--- src/gkpd_pkg.sv ---
// Shared types and constants of the gap-keeping PD speed controller.
package gkpd_pkg;

  // Item opcodes.
  typedef enum logic [1:0] {
    OP_DISTANCE = 2'd0,
    OP_SPEED    = 2'd1,
    OP_TARGET   = 2'd2,
    OP_TICK     = 2'd3
  } opcode_e;

  // Result causes.
  typedef enum logic [1:0] {
    CAUSE_CONTROL       = 2'd0,
    CAUSE_EMERGENCY     = 2'd1,
    CAUSE_RANGE_TIMEOUT = 2'd2,
    CAUSE_SPEED_TIMEOUT = 2'd3
  } cause_e;

  // Configuration register indexes.
  typedef enum logic [1:0] {
    REG_PROP_GAIN     = 2'd0,
    REG_DERIV_GAIN    = 2'd1,
    REG_EMERGENCY_GAP = 2'd2,
    REG_MINIMUM_GAP   = 2'd3
  } cfg_reg_e;

  // Sequencer states, one-hot.
  typedef enum logic [8:0] {
    S_IDLE   = 9'b000000001,
    S_TICK   = 9'b000000010,
    S_CHECK  = 9'b000000100,
    S_DIV    = 9'b000001000,
    S_DEAD   = 9'b000010000,
    S_MULP   = 9'b000100000,
    S_MULD   = 9'b001000000,
    S_SAT    = 9'b010000000,
    S_RESULT = 9'b100000000
  } state_e;

  localparam logic signed [15:0] EMERGENCY_SPEED = -16'sd5000;
  localparam logic [16:0]        DEADBAND_MM     = 17'd50;
  localparam logic [25:0]        DEADBAND_MMPS   = 26'd50;
  localparam logic [9:0]         MS_PER_S        = 10'd1000;

  // |gap change| * 1000 fits in 26 bits; one quotient bit per divider step.
  localparam int unsigned        NUM_W           = 26;
  localparam logic [4:0]         DIV_STEPS       = 5'd26;

  localparam logic [15:0]        PROP_GAIN_RST   = 16'd256;
  localparam logic [15:0]        DERIV_GAIN_RST  = 16'd256;
  localparam logic [15:0]        EMERG_GAP_RST   = 16'd800;
  localparam logic [15:0]        MIN_GAP_RST     = 16'd2000;

endpackage

--- src/gap_keeping_pd_speed_controller.sv ---
// Top level of the gap-keeping PD speed controller: sequencer, serial divider, shared multiplier.
//
// Takes one item per transfer: a distance sample with a millisecond timestamp, an own-speed
// sample, a new target gap (clamped up to minimum_gap_mm) or a watchdog tick. Lengths are mm,
// speeds mm/s, gains unsigned Q8.8. From the second distance sample on, with positive elapsed
// time, relative speed is (previous - current) * 1000 / dt; the block then issues the
// emergency speed of -5000 mm/s (cause 1), nothing inside the 50 mm / 50 mm/s deadband, or
// own speed + kp*(gap - target) - kd*rel, saturated to 16 bits (cause 0). A tick issues a zero
// speed for each source not seen since the last tick (cause 2 range, then cause 3 speed), with
// last set on the final one. Items are handled one at a time and in_stall_o stays high while
// one is in work. A distance sample that reaches the control law passes through the 26-step
// restoring divider that forms relative speed, then two passes through the one 17x17
// multiplier and a saturation step. Any result waits in the output register until taken;
// a stalled output holds back the next result and, with it, further items.
// Configuration writes land at once and are meant for idle periods.
module gap_keeping_pd_speed_controller (
  input  logic               clk_i,
  input  logic               rst_ni,
  // item channel
  input  logic               in_valid_i,
  output logic               in_stall_o,
  input  logic [1:0]         opcode_i,
  input  logic signed [16:0] value_i,
  input  logic [31:0]        sample_time_ms_i,
  // result channel
  output logic               out_valid_o,
  input  logic               out_stall_i,
  output logic signed [15:0] speed_cmd_o,
  output logic [1:0]         cause_o,
  output logic               last_o,
  // configuration
  input  logic               cfg_we_i,
  input  logic [1:0]         cfg_index_i,
  input  logic [15:0]        cfg_data_i
);

  gkpd_pkg::state_e state_q, state_d;

  // configuration registers
  logic [15:0] prop_gain_q, deriv_gain_q, emerg_gap_q, min_gap_q;

  // tracked state
  logic [15:0]        prior_gap_q, latest_gap_q, target_gap_q;
  logic [31:0]        prior_time_q, latest_time_q;
  logic [1:0]         held_q;
  logic signed [15:0] own_speed_q;
  logic [1:0]         seen_q;   // bit 0 range, bit 1 speed
  logic [1:0]         pend_q;   // timeouts still to report for the current tick

  // datapath registers
  logic [30:0]                  dt_q;
  logic                         d_neg_q;
  logic signed [16:0]           err_q;
  logic [31:0]                  rem_q;
  logic [gkpd_pkg::NUM_W-1:0]   quo_q;
  logic [4:0]                   div_cnt_q;
  logic signed [15:0]           rel_q;
  logic signed [33:0]           prod_q;
  logic signed [35:0]           acc_q;
  logic signed [15:0]           res_q;
  gkpd_pkg::cause_e             res_cause_q;

  // output register
  logic               out_valid_q;
  logic signed [15:0] speed_q;
  gkpd_pkg::cause_e   cause_q;
  logic               last_q;

  logic in_acc, out_free;
  assign in_acc   = in_valid_i && !in_stall_o;
  assign out_free = !out_valid_q || !out_stall_i;
  assign in_stall_o = (state_q != gkpd_pkg::S_IDLE);

  // Gap change and error, taken from the already shifted sample pair.
  logic signed [16:0]         d_cmb, err_cmb;
  logic [15:0]                d_mag;
  logic [gkpd_pkg::NUM_W-1:0] num_mag;
  logic [31:0]                dt_raw;
  assign d_cmb   = $signed({1'b0, prior_gap_q}) - $signed({1'b0, latest_gap_q});
  assign err_cmb = $signed({1'b0, latest_gap_q}) - $signed({1'b0, target_gap_q});
  assign d_mag   = d_cmb[16] ? 16'(-d_cmb) : d_cmb[15:0];
  assign num_mag = gkpd_pkg::NUM_W'(d_mag) * gkpd_pkg::NUM_W'(gkpd_pkg::MS_PER_S);
  assign dt_raw  = latest_time_q - prior_time_q;

  // One restoring divider step.
  logic [31:0] rem_shift;
  logic        rem_ge;
  assign rem_shift = {rem_q[30:0], quo_q[gkpd_pkg::NUM_W-1]};
  assign rem_ge    = (rem_shift >= {1'b0, dt_q});

  // Deadband test and saturated relative speed from the quotient.
  logic [16:0]        err_mag;
  logic               in_dead;
  logic signed [15:0] rel_cmb;
  assign err_mag = err_q[16] ? 17'(-err_q) : err_q;
  assign in_dead = (quo_q < gkpd_pkg::DEADBAND_MMPS) && (err_mag < gkpd_pkg::DEADBAND_MM);
  always_comb begin
    if (d_neg_q) begin
      rel_cmb = (quo_q > gkpd_pkg::NUM_W'(32768)) ? 16'sh8000 : 16'(-quo_q[15:0]);
    end else begin
      rel_cmb = (quo_q > gkpd_pkg::NUM_W'(32767)) ? 16'sh7fff : $signed(quo_q[15:0]);
    end
  end

  // Shared multiplier: kp * err, then kd * rel.
  logic signed [16:0] mul_a, mul_b;
  logic signed [33:0] mul_p;
  always_comb begin
    if (state_q == gkpd_pkg::S_MULD) begin
      mul_a = $signed({1'b0, deriv_gain_q});
      mul_b = {rel_q[15], rel_q};
    end else begin
      mul_a = $signed({1'b0, prop_gain_q});
      mul_b = err_q;
    end
  end
  assign mul_p = mul_a * mul_b;

  // Final sum, floor by 256, saturate.
  logic signed [35:0] sum_cmb;
  logic signed [15:0] sat_cmb;
  assign sum_cmb = acc_q - {{2{prod_q[33]}}, prod_q};
  always_comb begin
    if (sum_cmb[35:23] == {13{sum_cmb[35]}}) begin
      sat_cmb = sum_cmb[23:8];
    end else begin
      sat_cmb = sum_cmb[35] ? 16'sh8000 : 16'sh7fff;
    end
  end

  // Sequencer.
  always_comb begin
    state_d = state_q;
    case (state_q)
      gkpd_pkg::S_IDLE: begin
        if (in_acc) begin
          case (gkpd_pkg::opcode_e'(opcode_i))
            gkpd_pkg::OP_DISTANCE: begin
              if (held_q != 2'd0) state_d = gkpd_pkg::S_CHECK;
            end
            gkpd_pkg::OP_TICK: begin
              if (seen_q != 2'b11) state_d = gkpd_pkg::S_TICK;
            end
            default: state_d = gkpd_pkg::S_IDLE;
          endcase
        end
      end
      gkpd_pkg::S_TICK: begin
        if (out_free && (pend_q != 2'b11)) state_d = gkpd_pkg::S_IDLE;
      end
      gkpd_pkg::S_CHECK: begin
        if (dt_raw[31] || (dt_raw == 32'd0)) begin
          state_d = gkpd_pkg::S_IDLE;
        end else if ((latest_gap_q <= emerg_gap_q) && d_cmb[16]) begin
          state_d = gkpd_pkg::S_RESULT;
        end else begin
          state_d = gkpd_pkg::S_DIV;
        end
      end
      gkpd_pkg::S_DIV: begin
        if (div_cnt_q == 5'd1) state_d = gkpd_pkg::S_DEAD;
      end
      gkpd_pkg::S_DEAD:   state_d = in_dead ? gkpd_pkg::S_IDLE : gkpd_pkg::S_MULP;
      gkpd_pkg::S_MULP:   state_d = gkpd_pkg::S_MULD;
      gkpd_pkg::S_MULD:   state_d = gkpd_pkg::S_SAT;
      gkpd_pkg::S_SAT:    state_d = gkpd_pkg::S_RESULT;
      gkpd_pkg::S_RESULT: begin
        if (out_free) state_d = gkpd_pkg::S_IDLE;
      end
      default: state_d = gkpd_pkg::S_IDLE;
    endcase
  end

  always_ff @(posedge clk_i or negedge rst_ni) begin
    if (!rst_ni) begin
      state_q <= gkpd_pkg::S_IDLE;
    end else begin
      state_q <= state_d;
    end
  end

  // Configuration registers.
  always_ff @(posedge clk_i or negedge rst_ni) begin
    if (!rst_ni) begin
      prop_gain_q  <= gkpd_pkg::PROP_GAIN_RST;
      deriv_gain_q <= gkpd_pkg::DERIV_GAIN_RST;
      emerg_gap_q  <= gkpd_pkg::EMERG_GAP_RST;
      min_gap_q    <= gkpd_pkg::MIN_GAP_RST;
    end else if (cfg_we_i) begin
      case (gkpd_pkg::cfg_reg_e'(cfg_index_i))
        gkpd_pkg::REG_PROP_GAIN:     prop_gain_q  <= cfg_data_i;
        gkpd_pkg::REG_DERIV_GAIN:    deriv_gain_q <= cfg_data_i;
        gkpd_pkg::REG_EMERGENCY_GAP: emerg_gap_q  <= cfg_data_i;
        gkpd_pkg::REG_MINIMUM_GAP:   min_gap_q    <= cfg_data_i;
        default:                     prop_gain_q  <= prop_gain_q;
      endcase
    end
  end

  // Tracked state: updated in the accept cycle, and the pending timeout marks while a tick reports.
  always_ff @(posedge clk_i or negedge rst_ni) begin
    if (!rst_ni) begin
      prior_gap_q   <= '0;
      latest_gap_q  <= '0;
      prior_time_q  <= '0;
      latest_time_q <= '0;
      held_q        <= '0;
      own_speed_q   <= '0;
      target_gap_q  <= '0;
      seen_q        <= '0;
      pend_q        <= '0;
    end else if (state_q == gkpd_pkg::S_IDLE && in_acc) begin
      case (gkpd_pkg::opcode_e'(opcode_i))
        gkpd_pkg::OP_DISTANCE: begin
          seen_q[0]     <= 1'b1;
          prior_gap_q   <= latest_gap_q;
          // negative distances read as zero
          latest_gap_q  <= value_i[16] ? 16'd0 : value_i[15:0];
          prior_time_q  <= latest_time_q;
          latest_time_q <= sample_time_ms_i;
          if (held_q != 2'd2) held_q <= held_q + 2'd1;
        end
        gkpd_pkg::OP_SPEED: begin
          seen_q[1] <= 1'b1;
          case (value_i[16:15])
            2'b01:   own_speed_q <= 16'sh7fff;
            2'b10:   own_speed_q <= 16'sh8000;
            default: own_speed_q <= value_i[15:0];
          endcase
        end
        gkpd_pkg::OP_TARGET: begin
          // clamp up to the minimum gap, negative requests included
          if (value_i < $signed({1'b0, min_gap_q})) begin
            target_gap_q <= min_gap_q;
          end else begin
            target_gap_q <= value_i[15:0];
          end
        end
        default: begin
          pend_q <= ~seen_q;
          seen_q <= 2'b00;
        end
      endcase
    end else if (state_q == gkpd_pkg::S_TICK && out_free) begin
      // report the range timeout first, then the speed timeout
      if (pend_q[0]) begin
        pend_q[0] <= 1'b0;
      end else begin
        pend_q[1] <= 1'b0;
      end
    end
  end

  // Datapath registers.
  always_ff @(posedge clk_i) begin
    case (state_q)
      gkpd_pkg::S_CHECK: begin
        dt_q        <= dt_raw[30:0];
        d_neg_q     <= d_cmb[16];
        err_q       <= err_cmb;
        rem_q       <= '0;
        quo_q       <= num_mag;
        div_cnt_q   <= gkpd_pkg::DIV_STEPS;
        res_q       <= gkpd_pkg::EMERGENCY_SPEED;
        res_cause_q <= gkpd_pkg::CAUSE_EMERGENCY;
      end
      gkpd_pkg::S_DIV: begin
        rem_q     <= rem_ge ? (rem_shift - {1'b0, dt_q}) : rem_shift;
        quo_q     <= {quo_q[gkpd_pkg::NUM_W-2:0], rem_ge};
        div_cnt_q <= div_cnt_q - 5'd1;
      end
      gkpd_pkg::S_DEAD: begin
        rel_q <= rel_cmb;
      end
      gkpd_pkg::S_MULP: begin
        prod_q <= mul_p;
        acc_q  <= {{12{own_speed_q[15]}}, own_speed_q, 8'd0};
      end
      gkpd_pkg::S_MULD: begin
        prod_q <= mul_p;
        acc_q  <= acc_q + {{2{prod_q[33]}}, prod_q};
      end
      gkpd_pkg::S_SAT: begin
        res_q       <= sat_cmb;
        res_cause_q <= gkpd_pkg::CAUSE_CONTROL;
      end
      default: begin
        res_q <= res_q;
      end
    endcase
  end

  // Output register: hold until the transfer completes.
  logic load_tick, load_res;
  assign load_tick = (state_q == gkpd_pkg::S_TICK) && out_free;
  assign load_res  = (state_q == gkpd_pkg::S_RESULT) && out_free;

  always_ff @(posedge clk_i or negedge rst_ni) begin
    if (!rst_ni) begin
      out_valid_q <= 1'b0;
    end else if (load_tick || load_res) begin
      out_valid_q <= 1'b1;
    end else if (!out_stall_i) begin
      out_valid_q <= 1'b0;
    end
  end

  always_ff @(posedge clk_i) begin
    if (load_res) begin
      speed_q <= res_q;
      cause_q <= res_cause_q;
      last_q  <= 1'b1;
    end else if (load_tick) begin
      speed_q <= '0;
      cause_q <= pend_q[0] ? gkpd_pkg::CAUSE_RANGE_TIMEOUT : gkpd_pkg::CAUSE_SPEED_TIMEOUT;
      last_q  <= !(pend_q[0] && pend_q[1]);
    end
  end

  assign out_valid_o = out_valid_q;
  assign speed_cmd_o = speed_q;
  assign cause_o     = cause_q;
  assign last_o      = last_q;

`ifndef NO_ASSERTIONS
  // The sequencer is always in exactly one state.
  assert property (@(posedge clk_i) disable iff (!rst_ni) $onehot(state_q))
    else $error("sequencer state not one-hot");

  // A tick with both sources seen reports nothing.
  assert property (@(posedge clk_i) disable iff (!rst_ni)
    (in_acc && opcode_i == gkpd_pkg::OP_TICK && seen_q == 2'b11) |=> state_q == gkpd_pkg::S_IDLE)
    else $error("tick with both sources seen started a report");

  // The first distance sample after reset never reaches the control law.
  assert property (@(posedge clk_i) disable iff (!rst_ni)
    (in_acc && opcode_i == gkpd_pkg::OP_DISTANCE && held_q == 2'd0)
      |=> state_q == gkpd_pkg::S_IDLE)
    else $error("single distance sample started a computation");

  // Only the range timeout of a double report is not the final result.
  assert property (@(posedge clk_i) disable iff (!rst_ni)
    (out_valid_o && !last_o) |-> cause_o == gkpd_pkg::CAUSE_RANGE_TIMEOUT)
    else $error("non-final result with unexpected cause");
`endif

endmodule
--- config.mk ---
export PLATFORM = sky130hd
export DESIGN_NAME = gap_keeping_pd_speed_controller
export DESIGN_NICKNAME = d
export VERILOG_FILES = /design/src/gkpd_pkg.sv /design/src/gap_keeping_pd_speed_controller.sv
export SDC_FILE = /design/constraint.sdc
export NUM_CORES = 2
export LEC_CHECK = 0
export CAP_MARGIN = 30
export CELL_PAD_IN_SITES_DETAIL_PLACEMENT = 1
export CELL_PAD_IN_SITES_GLOBAL_PLACEMENT = 1
export CORE_AREA = 2 2 282 284
export DETAILED_ROUTE_END_ITERATION = 6
export DIE_AREA = 0 0 284 286
export DONT_BUFFER_PORTS = 1
export PLACE_DENSITY_LB_ADDON = 0.1
export SLEW_MARGIN = 20
export SYNTH_ARGS = -nofsm -noshare
export SYNTH_HDL_FRONTEND = slang
export SYNTH_SLANG_ARGS = --single-unit
export TNS_END_PERCENT = 20
--- constraint.sdc ---
create_clock -name clk_i -period 21.9 [get_ports clk_i]
set_clock_uncertainty 0.05 [all_clocks]
set_input_delay 5.475 -clock clk_i [delete_from_list [all_inputs] [get_ports clk_i]]
set_output_delay 5.475 -clock clk_i [all_outputs]
set_load 0.02 [all_outputs]
==> run_results.csv <==
group,metric,value,unit
status,status,"complete, no violations",
floorplanning,chipHeight,286,um
floorplanning,rows,103,
timing,slew_headroom,26.79,%
critical_path,r2r_cells,30,
finish,fillers,8975,
yosys,syn_inst,4116,
finish,area_growth,7.759,%
timing,grt_setup_unrepaired,"no",
yosys,yosysWarningCount,0,
yosys,ys_seq_elements,441,
timing,slew_viol_final,0,
routing,num_vias,29170,
yosys,synth.area.top_cells,"edfxtp_1 (18%), fa_1 (13%), dfrtp_1 (13%)",
floorplanning,die-area,81220,sq um
timing,period_share,44.88,%
yosys,synth_nets,4839,
routing,drc,0,
finish,multi_input_area,23950,sq um
floorplanning,core-area,78360,sq um
global_routing,grtUsageTotal,26.99,%
yosys,synth_top_area_cell,"edfxtp_1",
critical_path,path_class,"reg -> reg",
clocking,clock_tree.buffer_depth,3,
place,dp_hpwl,85.46,mm
timing,fin_crit,9830,ps
clocking,cts_setup_buffers,0,
yosys,syn_area,38780,sq um
clocking,cts_hold_buf,0,
floorplanning,start_util,49.49,%
routing,drt-initial-drc-count,1452,
timing,setup_viol,0,
timing,max_freq,101.7,MHz
yosys,synth_commonest_cells,"inv_1 (583), nand2_1 (461), ha_1 (388), nor2_1 (366), fa_1 (261)",
finish,diodes,0,
place,io_buffers,0,
yosys,synth.avg_cell_area,9.422,sq um
flow_run,maxCapViolCount,0,
yosys,ys_types,84,
global_routing,grt_overflow,0,
finish,fin_nets,4807,
routing,wl_per_cell,20.97,um
min_path,hold_path_class,"reg -> reg",
clocking,cts_root_buffer,"clkbuf_16",
timing,tightestPinTransition,1068,ps
yosys,synth-main-ff-cell,"edfxtp_1",
min_path,holdPathStages,2,
critical_path,crit_required,22210,ps
critical_path,critPathSlowestCell,"fa_1",
finish,final_area,41790,sq um
clocking,numCtsBuffers,51,
clocking,h-tree-depth,2,
global_routing,grt_pass1_vias,31130,
floorplanning,die_w,284,um
routing,drtPass1Iterations,5,
critical_path,worst_setup_path_end_kind,"flop",
finish,drive_above_1_share,7.730,%
clocking,clkSinkCount,441,
clocking,worstSkewPairLatency,640,ps
yosys,synth.top_cell.area_share,17.96,%
yosys,async_flop_share,47.17,%
routing,drtAntennaViolNets,0,
critical_path,critPathMaxStageDelay,580,ps
finish,final_core_utilization,53.33,%
clocking,cts_tree,"done",
yosys,synth-edff-count,232,
routing,wl,108.5,mm
routing,post_drt_via_cell_ratio,5.634,
critical_path,start_kind,"flop",
global_routing,grt_pass1_wl,172.7,mm
global_routing,grt_max_degree,209,
clocking,cts_resized,0,
yosys,yosysSeqAreaShare,31.48,%
place,gp_congestion,0.9075,
finish,register_area,12210,sq um
global_routing,antenna_found_initial,4,
timing,holdWs,438.5,ps
timing,setup_tns,0,ps
floorplanning,boundaryPins,95,
clocking,path_clk_slew,70,ps
timing,hold_viol_final,0,
critical_path,crit_top_cell,"fa_1",
place,placed_area,39890,sq um
critical_path,crit_fanout,46,
yosys,synth.most_common_cell,"inv_1",
critical_path,critPathArrivalTime,10140,ps
path summary, 6_finish.rpt:
check / start / to / slack, ps
setup reg to reg: state_q[0]$_DFFE_PN1P_ / prod_q[31]$_DFFE_PP_ / 12070
hold reg to reg: prior_gap_q[12]$_DFFE_PN0P_ / prior_gap_q[12]$_DFFE_PN0P_ / 440
setup / recovery: state_q[0]$_DFFE_PN1P_ / prod_q[31]$_DFFE_PP_ / 12070
max in group asynchronous: rst_ni / prop_gain_q[2]$_DFFE_PN0P_ / 16730
min in group asynchronous: rst_ni / latest_time_q[13]$_DFFE_PN0P_ / 4490
hold / removal: prior_gap_q[12]$_DFFE_PN0P_ / prior_gap_q[12]$_DFFE_PN0P_ / 440
metal layers:
layer | global-route usage (%) | vias up | part of all wire [%] | routed length, um
met5 | 0 | - | 0.025 | 27
met2 | 46.14 | 545 | 48 | 52540
li1 | - | 13790 | - | -
met1 | 34.14 | 14600 | 42 | 46040
met4 | 11.22 | 4 | 4.5 | 4836
met3 | 4.306 | 224 | 4.7 | 5093
placed cells by master, fill, tap and decap left out, types with 11 or more instances in the layout:
cell type / n
inv_1: 581
nand2_1: 459
ha_1: 388
nor2_1: 366
fa_1: 261
a21oi_1: 246
edfxtp_1: 232
dfrtp_1: 196
o21ai_0: 185
xnor2_1: 149
mux2_2: 129
a21o_1: 81
xor2_1: 65
mux2i_1: 56
clkbuf_16: 56
nor3_1: 52
nand3_1: 49
nand2b_1: 37
nor2b_1: 33
buf_4: 31
o21a_1: 29
and3_1: 28
o21bai_1: 27
nand4_1: 24
or3_1: 23
a211oi_1: 21
o31ai_1: 19
a31oi_1: 18
or2_2: 16
nor4_1: 16
o221a_2: 16
o311ai_0: 14
and2_1: 13
o211ai_1: 13
dfstp_2: 12
a21boi_0: 11
layout make-up:
type / instances / area share (%)
clock inverters: 24 / 0.6916
inverters: 588 / 5.281
well taps: 1050 / 3.144
clock buffers: 72 / 3.689
repair buffers: 35 / 0.6856
flip-flops and latches: 441 / 29.21
multi-input cells: 2967 / 57.30
state kept, by name, summed over array words and instances, names as in the netlist, 5 cells and up:
| name | cells |
|---|---|
| rel_q | 16 |
| prior_time_q | 32 |
| quo_q | 26 |
| own_speed_q | 16 |
| err_q | 17 |
| prop_gain_q | 16 |
| dt_q | 31 |
| emerg_gap_q | 16 |
| div_cnt_q | 5 |
| rem_q | 31 |
| target_gap_q | 16 |
| acc_q | 36 |
| min_gap_q | 16 |
| latest_gap_q | 16 |
| latest_time_q | 32 |
| speed_cmd_o | 16 |
| prior_gap_q | 16 |
| res_q | 16 |
| deriv_gain_q | 16 |
| state_q | 9 |
| prod_q | 34 |
cell families after synthesis:
group,share of synthesized area (%)
xor+xnor,4.833
simple gates,13.26
buf+inv,6.879
compound gates,12.30
fa+ha+maj,26.02
flops,31.48
mux,5.243
metrics by stage:
step | cells | setup WS [ps]
floorplan | 4116 | 13790
global placement | 5070 | 12650
detailed placement | 5075 | 12180
CTS | 5171 | 12110
global route | 5177 | 11530
finish | 5177 | 12070
critical path, delay by kind of cell (launching register included):
| family | cells | cell delay (ps) |
|---|---|---|
| AOI/OAI and AO/OA | 10 | 2640 |
| adders and majority gates | 7 | 3490 |
| buffers and inverters | 7 | 1920 |
| DFF | 1 | 560 |
| and+or+nand+nor | 6 | 850 |
Power is not shown: default switching activity piles up to over one toggle a cycle in this logic, so the estimate is an artifact.
